$ cat src/rtl/afp_pkg.sv
// ----------------------------------------------------------------------------
// afp_pkg - acquisition frame parser shared definitions
// Result codes, result entry type, frame layout constants and bus widths.
// ----------------------------------------------------------------------------
package afp_pkg;

   // result kinds
   localparam logic [1:0] KIND_IO      = 2'd0;
   localparam logic [1:0] KIND_ADC     = 2'd1;
   localparam logic [1:0] KIND_CAN     = 2'd2;
   localparam logic [1:0] KIND_BAD_CAN = 2'd3;

   // message types
   localparam logic [7:0] MSG_TYPE_CAN = 8'd1;
   localparam logic [7:0] MSG_TYPE_ADC = 8'd2;

   // frame layout
   localparam int PAYLOAD_START   = 16 + 64;
   localparam int RECORD_BYTES    = 25;
   localparam int TICKS_PER_ROUND = 10;
   localparam logic [15:0] POS_IO_BITS = 16'd13;
   localparam logic [15:0] POS_TYPE    = 16'd14;
   localparam logic [15:0] POS_LIMIT   = 16'hFFFF;

   // parameter defaults
   localparam int MAX_PAYLOAD_BYTES_DEF = 4096;
   localparam int ADC_CHANNELS_DEF      = 4;

   // bus widths
   localparam int REQ_TDATA_W = 8;
   localparam int RSP_FIELD_W = 2 + 32 + 16 + 32 + 64;
   localparam int RSP_TDATA_W = ((RSP_FIELD_W + 7) / 8) * 8;
   localparam int RSP_PAD_W   = RSP_TDATA_W - RSP_FIELD_W;
   localparam int RSP_TUSER_W = 2;

   // one queued result; io_pair marks the two IO lines carried in one entry
   typedef struct packed {
      logic [1:0]  kind;
      logic [1:0]  channel;
      logic [31:0] timestamp;
      logic [15:0] sample_value;
      logic [31:0] can_identifier;
      logic [63:0] can_payload;
      logic        io_pair;
   } result_entry_type;

endpackage

$ cat src/rtl/afp_parser.sv
// ----------------------------------------------------------------------------
// afp_parser - byte-wise message decoder
// Tracks the byte position and header/record state and builds at most one
// result entry per accepted byte.
// ----------------------------------------------------------------------------
module afp_parser
   import afp_pkg::*;
#(
   parameter int MAX_PAYLOAD_BYTES = MAX_PAYLOAD_BYTES_DEF,
   parameter int ADC_CHANNELS      = ADC_CHANNELS_DEF
) (
   input  logic             clock,
   input  logic             reset,
   input  logic             byte_accept,
   input  logic [7:0]       msg_byte,
   input  logic             msg_end,
   input  logic             csr_write,
   input  logic [31:0]      csr_wdata,
   output logic             res_valid,
   output result_entry_type res_entry
);

   localparam int ChanW = (ADC_CHANNELS > 1) ? $clog2(ADC_CHANNELS) : 1;
   localparam logic [ChanW-1:0] ChanLast = ChanW'(ADC_CHANNELS - 1);
   localparam logic [4:0] RecLast = 5'(RECORD_BYTES - 1);

   function automatic logic [31:0] put_byte(input logic [31:0] word,
                                            input logic [1:0] lane,
                                            input logic [7:0] b);
      logic [31:0] r;
      r = word;
      for (int j = 0; j < 4; j++) begin
         if (lane == 2'(j)) r[j*8 +: 8] = b;
      end
      return r;
   endfunction

   logic [31:0]      offset_ff;
   logic [15:0]      pos_ff, pos_in;
   logic [31:0]      header_time_ff, header_time_in;
   logic [31:0]      payload_length_ff, payload_length_in;
   logic [7:0]       message_type_ff, message_type_in;
   logic [7:0]       sample_high_ff, sample_high_in;
   logic [7:0]       record_channel_ff, record_channel_in;
   logic [31:0]      record_time_ff, record_time_in;
   logic [31:0]      record_identifier_ff, record_identifier_in;
   logic [63:0]      record_payload_ff, record_payload_in;
   logic [4:0]       record_index_ff, record_index_in;
   logic [ChanW-1:0] adc_chan_ff, adc_chan_in;
   logic [31:0]      adc_time_ff, adc_time_in;

   logic [31:0]      msg_time, adc_time, can_time;
   logic             frame_positive, in_payload, in_bound;
   logic [15:0]      idx;
   logic [1:0]       rec_lane;
   logic [ChanW+1:0] chan_wide;

   assign msg_time       = header_time_ff - offset_ff;
   assign adc_time       = adc_time_ff - offset_ff;
   assign can_time       = record_time_ff - offset_ff;
   assign frame_positive = (msg_time != '0) && !msg_time[31];
   assign idx            = pos_ff - 16'(PAYLOAD_START);
   assign in_payload     = (pos_ff >= 16'(PAYLOAD_START)) && (pos_ff != POS_LIMIT);
   assign in_bound       = in_payload && !payload_length_ff[31]
                           && ({16'b0, idx} < payload_length_ff)
                           && ({16'b0, idx} < 32'(MAX_PAYLOAD_BYTES));
   assign rec_lane       = record_index_ff[1:0] - 2'd1;
   assign chan_wide      = {2'b00, adc_chan_ff};

   always_comb begin
      pos_in               = pos_ff;
      header_time_in       = header_time_ff;
      payload_length_in    = payload_length_ff;
      message_type_in      = message_type_ff;
      sample_high_in       = sample_high_ff;
      record_channel_in    = record_channel_ff;
      record_time_in       = record_time_ff;
      record_identifier_in = record_identifier_ff;
      record_payload_in    = record_payload_ff;
      record_index_in      = record_index_ff;
      adc_chan_in          = adc_chan_ff;
      adc_time_in          = adc_time_ff;
      res_valid            = 1'b0;
      res_entry            = '0;

      if (byte_accept) begin
         if (pos_ff >= 16'd4 && pos_ff <= 16'd7) begin
            header_time_in = put_byte(header_time_ff, pos_ff[1:0], msg_byte);
            adc_time_in    = header_time_in;
         end else if (pos_ff >= 16'd8 && pos_ff <= 16'd11) begin
            payload_length_in = put_byte(payload_length_ff, pos_ff[1:0], msg_byte);
         end else if (pos_ff == POS_IO_BITS) begin
            res_valid              = 1'b1;
            res_entry.kind         = KIND_IO;
            res_entry.timestamp    = msg_time;
            res_entry.sample_value = {14'b0, msg_byte[1:0]};
            res_entry.io_pair      = 1'b1;
         end else if (pos_ff == POS_TYPE) begin
            message_type_in = msg_byte;
         end else if (in_payload) begin
            // sample pair counters follow the byte index, odd byte closes a pair
            if (idx[0]) begin
               if (adc_chan_ff == ChanLast) begin
                  adc_chan_in = '0;
                  adc_time_in = adc_time_ff + 32'(TICKS_PER_ROUND);
               end else begin
                  adc_chan_in = adc_chan_ff + ChanW'(1);
               end
            end
            if (in_bound) begin
               if (message_type_ff == MSG_TYPE_ADC) begin
                  if (!idx[0]) begin
                     sample_high_in = msg_byte;
                  end else if (frame_positive) begin
                     res_valid              = 1'b1;
                     res_entry.kind         = KIND_ADC;
                     res_entry.channel      = chan_wide[1:0];
                     res_entry.timestamp    = adc_time;
                     res_entry.sample_value = {sample_high_ff, msg_byte};
                  end
               end else if (message_type_ff == MSG_TYPE_CAN) begin
                  if (record_index_ff == 5'd0) begin
                     record_channel_in = msg_byte;
                  end else if (record_index_ff <= 5'd4) begin
                     record_time_in = put_byte(record_time_ff, rec_lane, msg_byte);
                  end else if (record_index_ff >= 5'd9 && record_index_ff <= 5'd12) begin
                     record_identifier_in = put_byte(record_identifier_ff, rec_lane,
                                                     msg_byte);
                  end else if (record_index_ff >= 5'd16 && record_index_ff <= 5'd23) begin
                     record_payload_in = {record_payload_ff[55:0], msg_byte};
                  end else if (record_index_ff == RecLast && frame_positive) begin
                     res_valid = 1'b1;
                     if (record_channel_ff == 8'd1 || record_channel_ff == 8'd2) begin
                        res_entry.kind           = KIND_CAN;
                        res_entry.channel        = record_channel_ff[1:0];
                        res_entry.timestamp      = can_time;
                        res_entry.can_identifier = record_identifier_ff;
                        res_entry.can_payload    = record_payload_ff;
                     end else begin
                        res_entry.kind = KIND_BAD_CAN;
                     end
                  end
                  record_index_in = (record_index_ff >= RecLast) ? 5'd0
                                                                 : record_index_ff + 5'd1;
               end
            end
         end

         if (pos_ff != POS_LIMIT) pos_in = pos_ff + 16'd1;

         if (msg_end) begin
            pos_in               = '0;
            header_time_in       = '0;
            payload_length_in    = '0;
            message_type_in      = '0;
            sample_high_in       = '0;
            record_channel_in    = '0;
            record_time_in       = '0;
            record_identifier_in = '0;
            record_payload_in    = '0;
            record_index_in      = '0;
            adc_chan_in          = '0;
            adc_time_in          = '0;
         end
      end
   end

   always_ff @(posedge clock) begin
      if (reset) begin
         offset_ff            <= '0;
         pos_ff               <= '0;
         header_time_ff       <= '0;
         payload_length_ff    <= '0;
         message_type_ff      <= '0;
         sample_high_ff       <= '0;
         record_channel_ff    <= '0;
         record_time_ff       <= '0;
         record_identifier_ff <= '0;
         record_payload_ff    <= '0;
         record_index_ff      <= '0;
         adc_chan_ff          <= '0;
         adc_time_ff          <= '0;
      end else begin
         if (csr_write) offset_ff <= csr_wdata;
         pos_ff               <= pos_in;
         header_time_ff       <= header_time_in;
         payload_length_ff    <= payload_length_in;
         message_type_ff      <= message_type_in;
         sample_high_ff       <= sample_high_in;
         record_channel_ff    <= record_channel_in;
         record_time_ff       <= record_time_in;
         record_identifier_ff <= record_identifier_in;
         record_payload_ff    <= record_payload_in;
         record_index_ff      <= record_index_in;
         adc_chan_ff          <= adc_chan_in;
         adc_time_ff          <= adc_time_in;
      end
   end

endmodule

$ cat src/rtl/afp_out_queue.sv
// ----------------------------------------------------------------------------
// afp_out_queue - two-entry result queue
// Holds decoded entries and sends them as words; an IO pair entry goes out
// as two words, line 0 then line 1.
// ----------------------------------------------------------------------------
module afp_out_queue
   import afp_pkg::*;
(
   input  logic             clock,
   input  logic             reset,
   input  logic             wr_en,
   input  result_entry_type wr_entry,
   output logic             full,
   output logic             out_valid,
   input  logic             out_ready,
   output logic [1:0]       out_kind,
   output logic [1:0]       out_channel,
   output logic [31:0]      out_timestamp,
   output logic [15:0]      out_sample_value,
   output logic [31:0]      out_can_identifier,
   output logic [63:0]      out_can_payload,
   output logic             out_last
);

   result_entry_type entries_ff [2];
   logic             wr_ptr_ff, rd_ptr_ff;
   logic [1:0]       count_ff, count_in;
   logic             phase_ff;
   result_entry_type head;
   logic             send, pop;

   assign head      = entries_ff[rd_ptr_ff];
   assign full      = (count_ff == 2'd2);
   assign out_valid = (count_ff != 2'd0);
   assign send      = out_valid && out_ready;
   assign pop       = send && (!head.io_pair || phase_ff);
   assign count_in  = count_ff + {1'b0, wr_en} - {1'b0, pop};

   always_comb begin
      out_kind           = head.kind;
      out_channel        = head.channel;
      out_timestamp      = head.timestamp;
      out_sample_value   = head.sample_value;
      out_can_identifier = head.can_identifier;
      out_can_payload    = head.can_payload;
      out_last           = 1'b1;
      if (head.io_pair) begin
         out_channel      = {1'b0, phase_ff};
         out_sample_value = {15'b0, phase_ff ? head.sample_value[1] : head.sample_value[0]};
         out_last         = phase_ff;
      end
   end

   always_ff @(posedge clock) begin
      if (wr_en) entries_ff[wr_ptr_ff] <= wr_entry;
   end

   always_ff @(posedge clock) begin
      if (reset) begin
         wr_ptr_ff <= 1'b0;
         rd_ptr_ff <= 1'b0;
         count_ff  <= '0;
         phase_ff  <= 1'b0;
      end else begin
         if (wr_en) wr_ptr_ff <= !wr_ptr_ff;
         if (pop) rd_ptr_ff <= !rd_ptr_ff;
         count_ff <= count_in;
         if (send && head.io_pair) phase_ff <= !phase_ff;
      end
   end

endmodule

$ cat src/rtl/acquisition_frame_parser_unit.sv
// ----------------------------------------------------------------------------
// acquisition_frame_parser_unit - acquisition message parser top level
// Decodes IO bits, ADC samples and CAN records from a byte stream.
//
//  port group | dir | handshake         | contents
//  req_       | in  | tvalid/tready     | message byte, tlast = end of message
//  rsp_       | out | tvalid/tready     | result word, tuser = kind, tlast = last
//  csr_       | in  | valid/ready       | head time offset (ready always high)
//
// One byte is taken per cycle while the result queue is not full; a byte that
// yields a result writes one queue entry. The IO byte (byte 13) is held as one
// queue entry and leaves as two words, line 0 then line 1. req_tready drops
// only while the two-entry result queue is full, which needs rsp_tready held
// low; with rsp_tready high every byte is taken back to back. Synchronous
// reset clears all message state and the offset.
// ----------------------------------------------------------------------------
module acquisition_frame_parser_unit
   import afp_pkg::*;
#(
   parameter int MAX_PAYLOAD_BYTES = MAX_PAYLOAD_BYTES_DEF,
   parameter int ADC_CHANNELS      = ADC_CHANNELS_DEF
) (
   input  logic                   clock,
   input  logic                   reset,
   input  logic                   req_tvalid,
   output logic                   req_tready,
   input  logic [REQ_TDATA_W-1:0] req_tdata,   // [7:0] message_byte
   input  logic                   req_tlast,
   output logic                   rsp_tvalid,
   input  logic                   rsp_tready,
   // [1:0] channel, [33:2] timestamp, [49:34] sample_value,
   // [81:50] can_identifier, [145:82] can_payload, rest zero
   output logic [RSP_TDATA_W-1:0] rsp_tdata,
   output logic [RSP_TUSER_W-1:0] rsp_tuser,   // [1:0] kind
   output logic                   rsp_tlast,
   input  logic                   csr_valid,
   output logic                   csr_ready,
   input  logic [31:0]            csr_data
);

   logic             byte_accept, res_valid, queue_full;
   result_entry_type res_entry;
   logic [1:0]       out_channel;
   logic [31:0]      out_timestamp, out_can_identifier;
   logic [15:0]      out_sample_value;
   logic [63:0]      out_can_payload;

   assign req_tready  = !queue_full;
   assign csr_ready   = 1'b1;
   assign byte_accept = req_tvalid && req_tready;

   afp_parser #(
      .MAX_PAYLOAD_BYTES (MAX_PAYLOAD_BYTES),
      .ADC_CHANNELS      (ADC_CHANNELS)
   ) u_parser (
      .clock       (clock),
      .reset       (reset),
      .byte_accept (byte_accept),
      .msg_byte    (req_tdata[7:0]),
      .msg_end     (req_tlast),
      .csr_write   (csr_valid && csr_ready),
      .csr_wdata   (csr_data),
      .res_valid   (res_valid),
      .res_entry   (res_entry)
   );

   afp_out_queue u_queue (
      .clock              (clock),
      .reset              (reset),
      .wr_en              (res_valid),
      .wr_entry           (res_entry),
      .full               (queue_full),
      .out_valid          (rsp_tvalid),
      .out_ready          (rsp_tready),
      .out_kind           (rsp_tuser),
      .out_channel        (out_channel),
      .out_timestamp      (out_timestamp),
      .out_sample_value   (out_sample_value),
      .out_can_identifier (out_can_identifier),
      .out_can_payload    (out_can_payload),
      .out_last           (rsp_tlast)
   );

   assign rsp_tdata = {{RSP_PAD_W{1'b0}}, out_can_payload, out_can_identifier,
                       out_sample_value, out_timestamp, out_channel};

endmodule

$ cat config.mk
export PLATFORM = sky130hd
export DESIGN_NAME = acquisition_frame_parser_unit
export DESIGN_NICKNAME = d
export VERILOG_FILES = /design/src/rtl/afp_pkg.sv /design/src/rtl/afp_parser.sv /design/src/rtl/afp_out_queue.sv /design/src/rtl/acquisition_frame_parser_unit.sv
export SDC_FILE = /design/constraint.sdc
export NUM_CORES = 1
export LEC_CHECK = 0
export BUFFER_PORTS_ARGS = -buffer_cell sky130_fd_sc_hd__buf_4
export CORE_UTILIZATION = 35
export DETAILED_ROUTE_END_ITERATION = 10
export PLACE_DENSITY_LB_ADDON = 0.15
export SETUP_SLACK_MARGIN = 0.3
export SLEW_MARGIN = 40
export SYNTH_ARGS = -nofsm -noshare
export SYNTH_HDL_FRONTEND = slang
export SYNTH_SLANG_ARGS = --single-unit
$ cat constraint.sdc
create_clock -name clock -period 13 [get_ports clock]
set_clock_uncertainty 0.1 [all_clocks]
set_input_delay 1.3 -clock clock [delete_from_list [all_inputs] [get_ports clock]]
set_output_delay 1.3 -clock clock [all_outputs]
set_load 0.05 [all_outputs]
==> results of run 1 <==
critical path, cell delays in order, from the launching register on:
cell and delay, ns:
dfxtp_1 0.34, inv_1 0.17, ha_1 0.26, inv_1 0.08
a21oi_1 0.34, nand3_1 0.16, xnor2_1 0.18, ha_1 0.19
a21o_1 0.17, a211oi_1 0.26, nor2_1 0.06, or4_1 0.39
nor4_1 0.17, o21ai_1 0.25, or2_2 0.63, o31ai_2 0.52
and2_4 0.65, buf_4 0.65
power breakdown:
group,switching (mW),internal (mW)
Clock,0.844,1.19
Sequential,0.0123,2.00
Combinational,0.278,0.141
Total,1.13,3.33
kinds of logic (layout without fill, tap and decap cells):
logic type	count (synthesis)	count (layout)	share of synthesized area (%)
xor gates and xnor gates	116	116	3.294
and+or+nand+nor	1060	1060	16.64
muxes	244	244	8.506
adders and majority gates	129	129	5.306
DFF	607	607	49.07
other	2	8	0.02435
buffers and inverters	281	447	3.736
AOI/OAI and AO/OA	644	644	13.42
synthesized netlist by cell type, types with 16 or more instances:
cell	instances
clkbuf_1	138
ha_1	126
and2_1	120
xnor2_1	69
a21oi_1	253
nor2_1	446
dfxtp_1	309
o21a_1	16
and3_1	26
xor2_1	47
o21ai_0	74
mux2i_1	108
a21o_1	44
inv_1	85
nand2b_1	22
a22oi_1	49
a31oi_1	51
nand4_1	26
nor3_1	40
a211oi_1	18
nand3b_1	62
buf_2	36
nor2b_1	22
nand2_1	193
nor4_1	20
mux2_2	135
edfxtp_1	298
nand3_1	36
per-layer routing:
| metal | share of wire (%) | vias up | global-route usage, % |
|---|---|---|---|
| met5 | 0 | - | 0 |
| met3 | 4.5 | 179 | 3.017 |
| li1 | - | 11250 | - |
| met2 | 50 | 622 | 37.07 |
| met1 | 43 | 11590 | 26.98 |
| met4 | 3.2 | 0 | 7.240 |
per-stage QoR:
step	cells	worst slack, ns	area [sq um]
after floorplan	3088	2.217	30860
after global placement	4271	6.324	33200
after detailed placement	4275	6.936	33340
after CTS	4407	6.884	35770
after global routing	4410	6.431	35820
final	4410	6.926	35820
path summary, 6_finish.rpt:
path / endpoint / slack [ns]
hold / removal: u_parser.record_payload_ff[58] / 0.35
hold reg to reg: u_parser.record_payload_ff[58] / 0.35
setup reg to reg: u_queue.entries_ff[1][135] / 6.93
setup / recovery: u_queue.entries_ff[1][135] / 6.93
state kept, by name, indices dropped and copies added (netlist names), 16 cells and up, named ones only:
signal	flops
u_parser.header_time_ff	32
u_parser.record_time_ff	32
u_parser.pos_ff	16
u_parser.record_payload_ff	64
u_parser.payload_length_ff	32
u_queue.entries_ff	298
u_parser.record_identifier_ff	32
u_parser.adc_time_ff	32
u_parser.offset_ff	32
layout make-up:
cell class	instances	area, sq um	share of cell area [%]
sequential	607	15140	42.26
multi-input combinational	2200	14680	40.97
clock buffer	100	2028	5.662
timing repair buffer	228	1802	5.029
tap	1155	1445	4.034
clock inverter	32	405.4	1.132
inverter	87	326.6	0.9116
antenna	1	2.502	0.006985
==> run metrics, run 1 <==
CTS sink cnt 607; Main synth FF type dfxtp_1; number of synthesized flops with an enable pin 298; Least-Margin Pin Slew 0.8641 ns; fmax 164.6 MHz; post-synth top area share 29.01%; Core ar. 0.08702 sq mm; routed len/inst 22.08 microns; RSZ-0062 raised after global routing no; Worst EP required 13.15 ns; CP Capture Type register; drt pass-1 iters 6; pin count of the biggest net entering global routing 113; # resized after CTS 0; area leader, netlist edfxtp_1; Avg Cell Area, Syn 10.00 sq um; synthesized flop and latch total 607; sequential fraction of the synthesis area 49.07%; type of origin of the critical path register; global-route wire length before repair 145500 microns; WL final 97360 microns; run status completed; cells after synthesis 3083; Yosys cell types 94; worst reg-to-reg path cell count 17; commonest non-fill, non-tap cell in the layout nor2_1; Worst VDD drop 0.09749 mV; vias post-DR 23640; vias per cell 5.361; Final Slew Violations 0; Total Routing Usage GR 21.33%; Final Power 4.468 mW; die width 298.9 microns; worst hold-check path type reg -> reg; most frequent cells in the layout nor2_1, dfxtp_1, edfxtp_1, a21oi_1, buf_4; Worst slew margin 42.39%; max-cap viol count 0; share of cells above drive strength 1 16.56%; Mapped Area 0.03084 sq mm; clock buffer depth 3; crit share post-route 46.72%; Area Overhead vs Synth 16.14%; Final HPWL DP 68030 microns; Worst Hold Launch u_parser.record_payload_ff[58]; initial antenna violation count 2; fin crit period 6.074 ns; Post-CTS Setup Bufs 0; Setup-failing EPs final 0; setup TNS 0 ns; htree depth 3; DRC viols 0; reg2reg start u_parser.pos_ff[4]; Placer Congestion 0.8853; clk slew on worst S/H paths 0.06 ns; Async SR Flop Fraction 0%; Initial Util 35.44%; critical path launch point u_parser.pos_ff[4]; Antenna Violating Nets Remaining 0; fill count 8473; worst-path maximum fanout 46; Cells on Worst Hold Path 2; port bufs 196; grt ovf 0; Hold Fails Final Rpt 0; power density over the cells 124.7 mW/mm^2; clk root buf clkbuf_16; nets 3370; Layout Utilization 41.17%; Crit Path Class reg -> reg; vias in the first global route 23250; leading post-synthesis cells by cell area edfxtp_1, dfxtp_1, nor2_1, ha_1, mux2_2; Hold WS 0.3470 ns; DIE AREA 0.08932 sq mm; number of buffers created by CTS 71; Skew-Pair Late Insertion Delay 0.64 ns; CTS tree done; hold_buf cts 0; Crit path arrival time 6.22 ns; Die Y 298.9 microns; std cell rows 108; leakage power 13.74 nW; synth warn 0; IO Pins 204; initial drt markers 1715
Power figures use the tool's default switching activity.
==> run 2, diff against run 1 <==
Settings changed: ABC_AREA set to 1.
Clock period 13 ns to 5.7 ns, I/O delays scaled along.
==> run 2 against run 1 <==
Clock power rose by 120%. Fmax rose by 35%. Critical path depth up 5. Die area increased by 4.3%. Sequential power up 130%. Via count rose by 20%. Power increased by 130%. Synthesized cell count up 35%. Critical endpoint is now u_queue.entries_ff[0][144]. Largest power group is now registers. Highest routed layer unchanged.
==> run metrics, run 2 <==
fmax 221.9 MHz; Layout Utilization 41.22%; WL final 108900 microns; Main synth FF type dfxtp_1; Worst slew margin 40.79%; # resized after CTS 0; area leader, netlist edfxtp_1; CTS sink cnt 607; number of buffers created by CTS 72; Cell Count, Final, Fillers Out 5563; pin count of the biggest net entering global routing 81; Crit Path Class reg -> reg; most frequent cells in the layout nand2_1, a21oi_1, inv_1, nor2_1, dfxtp_1; std cell rows 110; vias post-DR 28340; Crit path arrival time 4.68 ns; type of origin of the critical path register; hold_buf cts 0; drt pass-1 iters 5; fill count 9372; clock buffer depth 3; nets 4503; Antenna Violating Nets Remaining 0; Initial Util 35.53%; Final Slew Violations 0; max incr delay on CP 0.43 ns; Mapped Area 0.03218 sq mm; Hold Fails Final Rpt 0; worst hold-check path type in -> reg; Worst VDD drop 0.1992 mV; DIE AREA 0.09315 sq mm; most frequent cell after synthesis nand2_1; max-cap viol count 0; global-route wire length before repair 163900 microns; Avg Cell Area, Syn 7.705 sq um; Hold WS 0.09457 ns; CP Capture Type register; synth warn 0; commonest non-fill, non-tap cell in the layout nand2_1; initial drt markers 2332; routed len/inst 19.57 microns; Final HPWL DP 78830 microns; post-synth top area share 27.81%; Cell Chain, Critical Path inv_1 -> ha_1 -> nand2_1 -> inv_1 -> nand2_1 -> nor3_1 -> nand2_1 -> nand2_1 -> nand2_1 -> nand3_1 -> nand2_1 -> nor2_1 -> nand2_1 -> nor2_1 -> nand3_1 -> nand4_1 -> buf_4 -> nor2_1 -> nand2_1 -> nand2_1 -> nand2_1 -> o21ai_0; htree depth 3; leading post-synthesis cells by cell area edfxtp_1, dfxtp_1, nand2_1, a21oi_1, ha_1; Die Y 305.2 microns; IO Pins 204; Placer Congestion 0.9684; Worst EP required 5.87 ns; RSZ-0062 raised after global routing no; fin crit period 4.506 ns; Skew-Pair Late Insertion Delay 0.63 ns; Total Routing Usage GR 22.87%; share of cells above drive strength 1 9.597%; Cells after DPL 5430; max FFs per register 298; cells after synthesis 4176; setup TNS 0 ns; synthesized flop and latch total 607; Crit-path slowest cell nor3_1; die width 305.2 microns; Async SR Flop Fraction 0%; port bufs 196; leakage power 15.68 nW; Most flops, register u_queue.entries_ff; Yosys cell types 59; vias in the first global route 26630; DRC viols 0; clk slew on worst S/H paths 0.06 ns; number of synthesized flops with an enable pin 298; vias per cell 5.095; sequential fraction of the synthesis area 47.04%; Most Frequent Cell on Critical Path nand2_1; power density over the cells 276.0 mW/mm^2; CTS tree done; Least-Margin Pin Slew 0.8849 ns; Area Overhead vs Synth 16.00%; # diodes 0; run status completed; Largest regs u_queue.entries_ff x298, u_parser.record_payload_ff x64; Setup-failing EPs final 0; Synth top cells by count nand2_1, a21oi_1, inv_1; clk root buf clkbuf_16; Post-CTS Setup Bufs 0; worst-path maximum fanout 27; initial antenna violation count 0; Core ar. 0.09056 sq mm; crit share post-route 79.05%; grt ovf 0
run 2: metrics by stage:
stage | setup WS [ns] | cell area [sq um] | power [mW]
floorplan | 0.3075 | 32220 | 5.466
global placement | 1.002 | 34920 | 5.824
detailed placement | 1.218 | 34960 | 5.822
CTS | 1.211 | 37330 | 10.39
global route | 0.7870 | 37330 | 10.71
finish | 1.194 | 37330 | 10.30
run 2: layer usage:
layer	track usage (%)	share of wire [%]	vias to the layer above
met5	0	0	-
met4	7.316	2.8	0
met3	2.489	5.1	143
met2	36.56	45	797
met1	32.27	47	13300
li1	-	-	14100
run 2: final timing paths:
| check | start | end | slack [ns] | cells after the start |
|---|---|---|---|---|
| setup / recovery | u_parser.offset_ff[8] | u_queue.entries_ff[0][144] | 1.19 | 22 |
| hold / removal | csr_data[31] | u_parser.offset_ff[31] | 0.09 | 3 |
| setup reg to reg | u_parser.offset_ff[8] | u_queue.entries_ff[0][144] | 1.19 | 22 |
| hold reg to reg | u_queue.rd_ptr_ff | register | 0.34 | 1 |
run 2: cell families (layout without fill, tap and decap cells):
| group | Yosys count | after routing | share of synthesized area, % |
|---|---|---|---|
| simple gates | 2050 | 2050 | 26.09 |
| compound gates | 737 | 737 | 12.33 |
| flops | 607 | 607 | 47.04 |
| buf+inv | 557 | 763 | 6.867 |
| fa+ha+maj | 129 | 129 | 5.086 |
| xor+xnor | 92 | 92 | 2.504 |
| other cells | 2 | 7 | 0.02334 |
| mux | 2 | 2 | 0.06222 |
run 2: worst max-delay path: cells and delay by family (launching register included):
family | cells | cell delay, ns
simple gates | 17 | 2.53
buf+inv | 3 | 0.54
fa+ha+maj | 1 | 0.38
flops | 1 | 0.30
compound gates | 1 | 0.27
run 2: report_power, final:
group	leakage (nW)	switching (mW)	internal (mW)
combinational	8.83	0.777	0.330
clock	1.13	1.94	2.62
sequential	5.73	0.0535	4.59
total	15.7	2.77	7.53
run 2: final cells by class:
| class | instances | area, sq um | area share, % |
|---|---|---|---|
| tap | 1176 | 1471 | 3.942 |
| multi-input combinational | 3017 | 14920 | 39.98 |
| clock inverter | 22 | 315.3 | 0.8447 |
| timing repair buffer | 252 | 2003 | 5.367 |
| inverter | 378 | 1428 | 3.825 |
| clock buffer | 111 | 2048 | 5.487 |
| sequential | 607 | 15140 | 40.56 |
==> run 3, diff against run 2 <==
Settings changed: ABC_AREA 1 to 0.
Clock period 5.7 ns to 4 ns, I/O delays scaled along.
==> run 3 against run 2 <==
The run now ends with setup timing left. Wire length shrank 6.7%. Sequential cell count stayed put. Worst setup slack lost 1.7 ns.
==> run metrics, run 3 (synthesized netlist as in run 1, its figures left out) <==
pin count of the biggest net entering global routing 98; fmax 221.4 MHz; nets 3790; worst hold-check path type in -> reg; Worst EP required 4.27 ns; worst reg-to-reg path cell count 21; Core ar. 0.08702 sq mm; Skew-Pair Late Insertion Delay 0.63 ns; # diodes 0; die width 298.9 microns; htree depth 3; switching pwr 3.781 mW; initial drt markers 1902; Worst Hold Launch req_tdata[3]; reg2reg start u_parser.header_time_ff[0]; Area after DPL 0.03625 sq mm; Placer Congestion 0.9052; WL final 101500 microns; grt ovf 0; WHS Endpoint u_parser.header_time_ff[19]; Initial Util 35.44%; max-cap viol count 0; clk slew on worst S/H paths 0.06 ns; DRC viols 0; drt pass-1 iters 5; Cells after DPL 4608; routed len/inst 21.03 microns; Comb power frac 11.2%; crit share post-route 112.9%; Worst VDD drop 0.2990 mV; Crit Reg-Reg Endpoint u_queue.entries_ff[1][134]; Antenna Violating Nets Remaining 0; CTS tree done; vias in the first global route 24830; power density over the cells 364.2 mW/mm^2; clk root buf clkbuf_16; IO Pins 204; run status finished with violations; Crit Path Class reg -> reg; commonest non-fill, non-tap cell in the layout buf_4; Largest regs u_queue.entries_ff x298, u_parser.record_payload_ff x64; final setup margin -0.5165 ns; Setup Slack @ Placement -0.6980 ns; Least-Margin Pin Slew 0.8136 ns; cell-internal power 10.92 mW; Clk pwr share 44.3%; Cell Count, Final, Fillers Out 4827; part of the power in registers 44.5%; Total Routing Usage GR 22.05%; post-route cell area 0.04037 sq mm; CP Capture Type register; max incr delay on CP 0.38 ns; setup slack, reg-to-reg -0.52 ns; Cell Chain, Critical Path inv_2 -> ha_4 -> inv_2 -> fa_2 -> a21o_1 -> a211oi_2 -> nor2_1 -> a211oi_2 -> nand4_1 -> nor4_4 -> buf_4 -> nand4b_1 -> nor4_2 -> a41o_4 -> buf_8 -> o31ai_4 -> buf_4 -> and2_4 -> buf_12 -> buf_12 -> buf_12; Most Frequent Cell on Critical Path buf_12; number of buffers created by CTS 71; std cell rows 108; Final Slew Violations 0; Final HPWL DP 71560 microns; global-route wire length before repair 150900 microns; port bufs 196; Cells on Worst Hold Path 3; CTS sink cnt 607; fin crit period 4.517 ns; RSZ-0062 raised after global routing yes; Area Overhead vs Synth 30.87%; failing checks setup timing; fill count 8184; setup TNS -233.11 ns; Crit path arrival time 4.79 ns; initial antenna violation count 5; worst-path maximum fanout 8; most frequent cells in the layout buf_4, nor2_1, dfxtp_1, edfxtp_1, a21oi_1; max FFs per register 298; vias post-DR 25270; Die Y 298.9 microns; Setup-failing EPs final 733; leakage power 16.11 nW; share of cells above drive strength 1 26.72%; vias per cell 5.235; Net Sw Frac 25.72%; clock buffer depth 3; Crit-path slowest cell fa_2; Most flops, register u_queue.entries_ff; Layout Utilization 46.38%; Hold Fails Final Rpt 0; Worst slew margin 45.65%; DIE AREA 0.08932 sq mm; type of origin of the critical path register
-- run 3: how the worst max path moves through the flow --
stage / end / slack [ns] / cells after the start / start
after global placement: u_queue.entries_ff[1][112] / -0.73 / 15 / u_parser.offset_ff[12]
final: u_queue.entries_ff[1][134] / -0.52 / 21 / u_parser.header_time_ff[0]
after detailed placement: u_queue.entries_ff[1][66] / -0.70 / 17 / u_parser.offset_ff[12]
after global routing: u_queue.entries_ff[1][136] / -0.61 / 21 / u_parser.header_time_ff[0]
after floorplan: u_queue.entries_ff[0][0] / -1.92 / 15 / u_parser.pos_ff[7]
after CTS: u_queue.entries_ff[1][42] / -0.44 / 19 / u_parser.pos_ff[5]
-- run 3: final cells by class --
class	count	area (sq um)	area share (%)
inverters	87	329.1	0.8152
clock inverters	28	379.1	0.9392
flip-flops and latches	607	15150	37.53
clock buffers	102	1996	4.944
well taps	1155	1445	3.580
multi-input cells	2201	15130	37.48
repair buffers	647	5939	14.71
-- run 3: timing repair --
action | 4_1_cts | 5_1_grt
buffers inserted | 28 | 11
endpoints found under the setup margin | 746 | 755
resized for setup | 63 | 73
pin swaps | 22 | 19
hold endpoints to repair | 33 | 0
gates cloned | 9 | 8
hold buffers | 33 | 0
-- run 3: per-layer routing --
metal / GRT usage (%) / share of wire (%) / up-vias
met3: 2.704 / 4.4 / 177
met1: 28.37 / 43 / 12320
li1: - / - / 12120
met5: 0 / 0 / -
met2: 38.13 / 49 / 649
met4: 7.362 / 3.5 / 0
-- run 3: power groups by stage --
stage | clock network (mW) | logic [mW] | registers, mW
floorplan | 0 | 0.948 | 6.67
global placement | 0 | 1.54 | 6.68
detailed placement | 0 | 1.55 | 6.68
CTS | 6.67 | 1.61 | 6.54
global route | 6.92 | 1.77 | 6.54
finish | 6.51 | 1.65 | 6.54
-- run 3: worst max-delay path: cells and delay by family (launching register included) --
family	cells	cell delay, ns
compound gates	5	1.08
fa+ha+maj	2	0.52
buf+inv	8	0.99
flops	1	0.33
simple gates	6	1.21
-- run 3: metrics by stage --
stage	total power [mW]	hold slack [ns]
6_report	14.70	0.09342
5_1_grt	15.24	0.07714
4_1_cts	14.82	0.05672
3_5_place_dp	8.229	0.3446
3_3_place_gp	8.218	0.3394
2_1_floorplan	7.614	0.3273
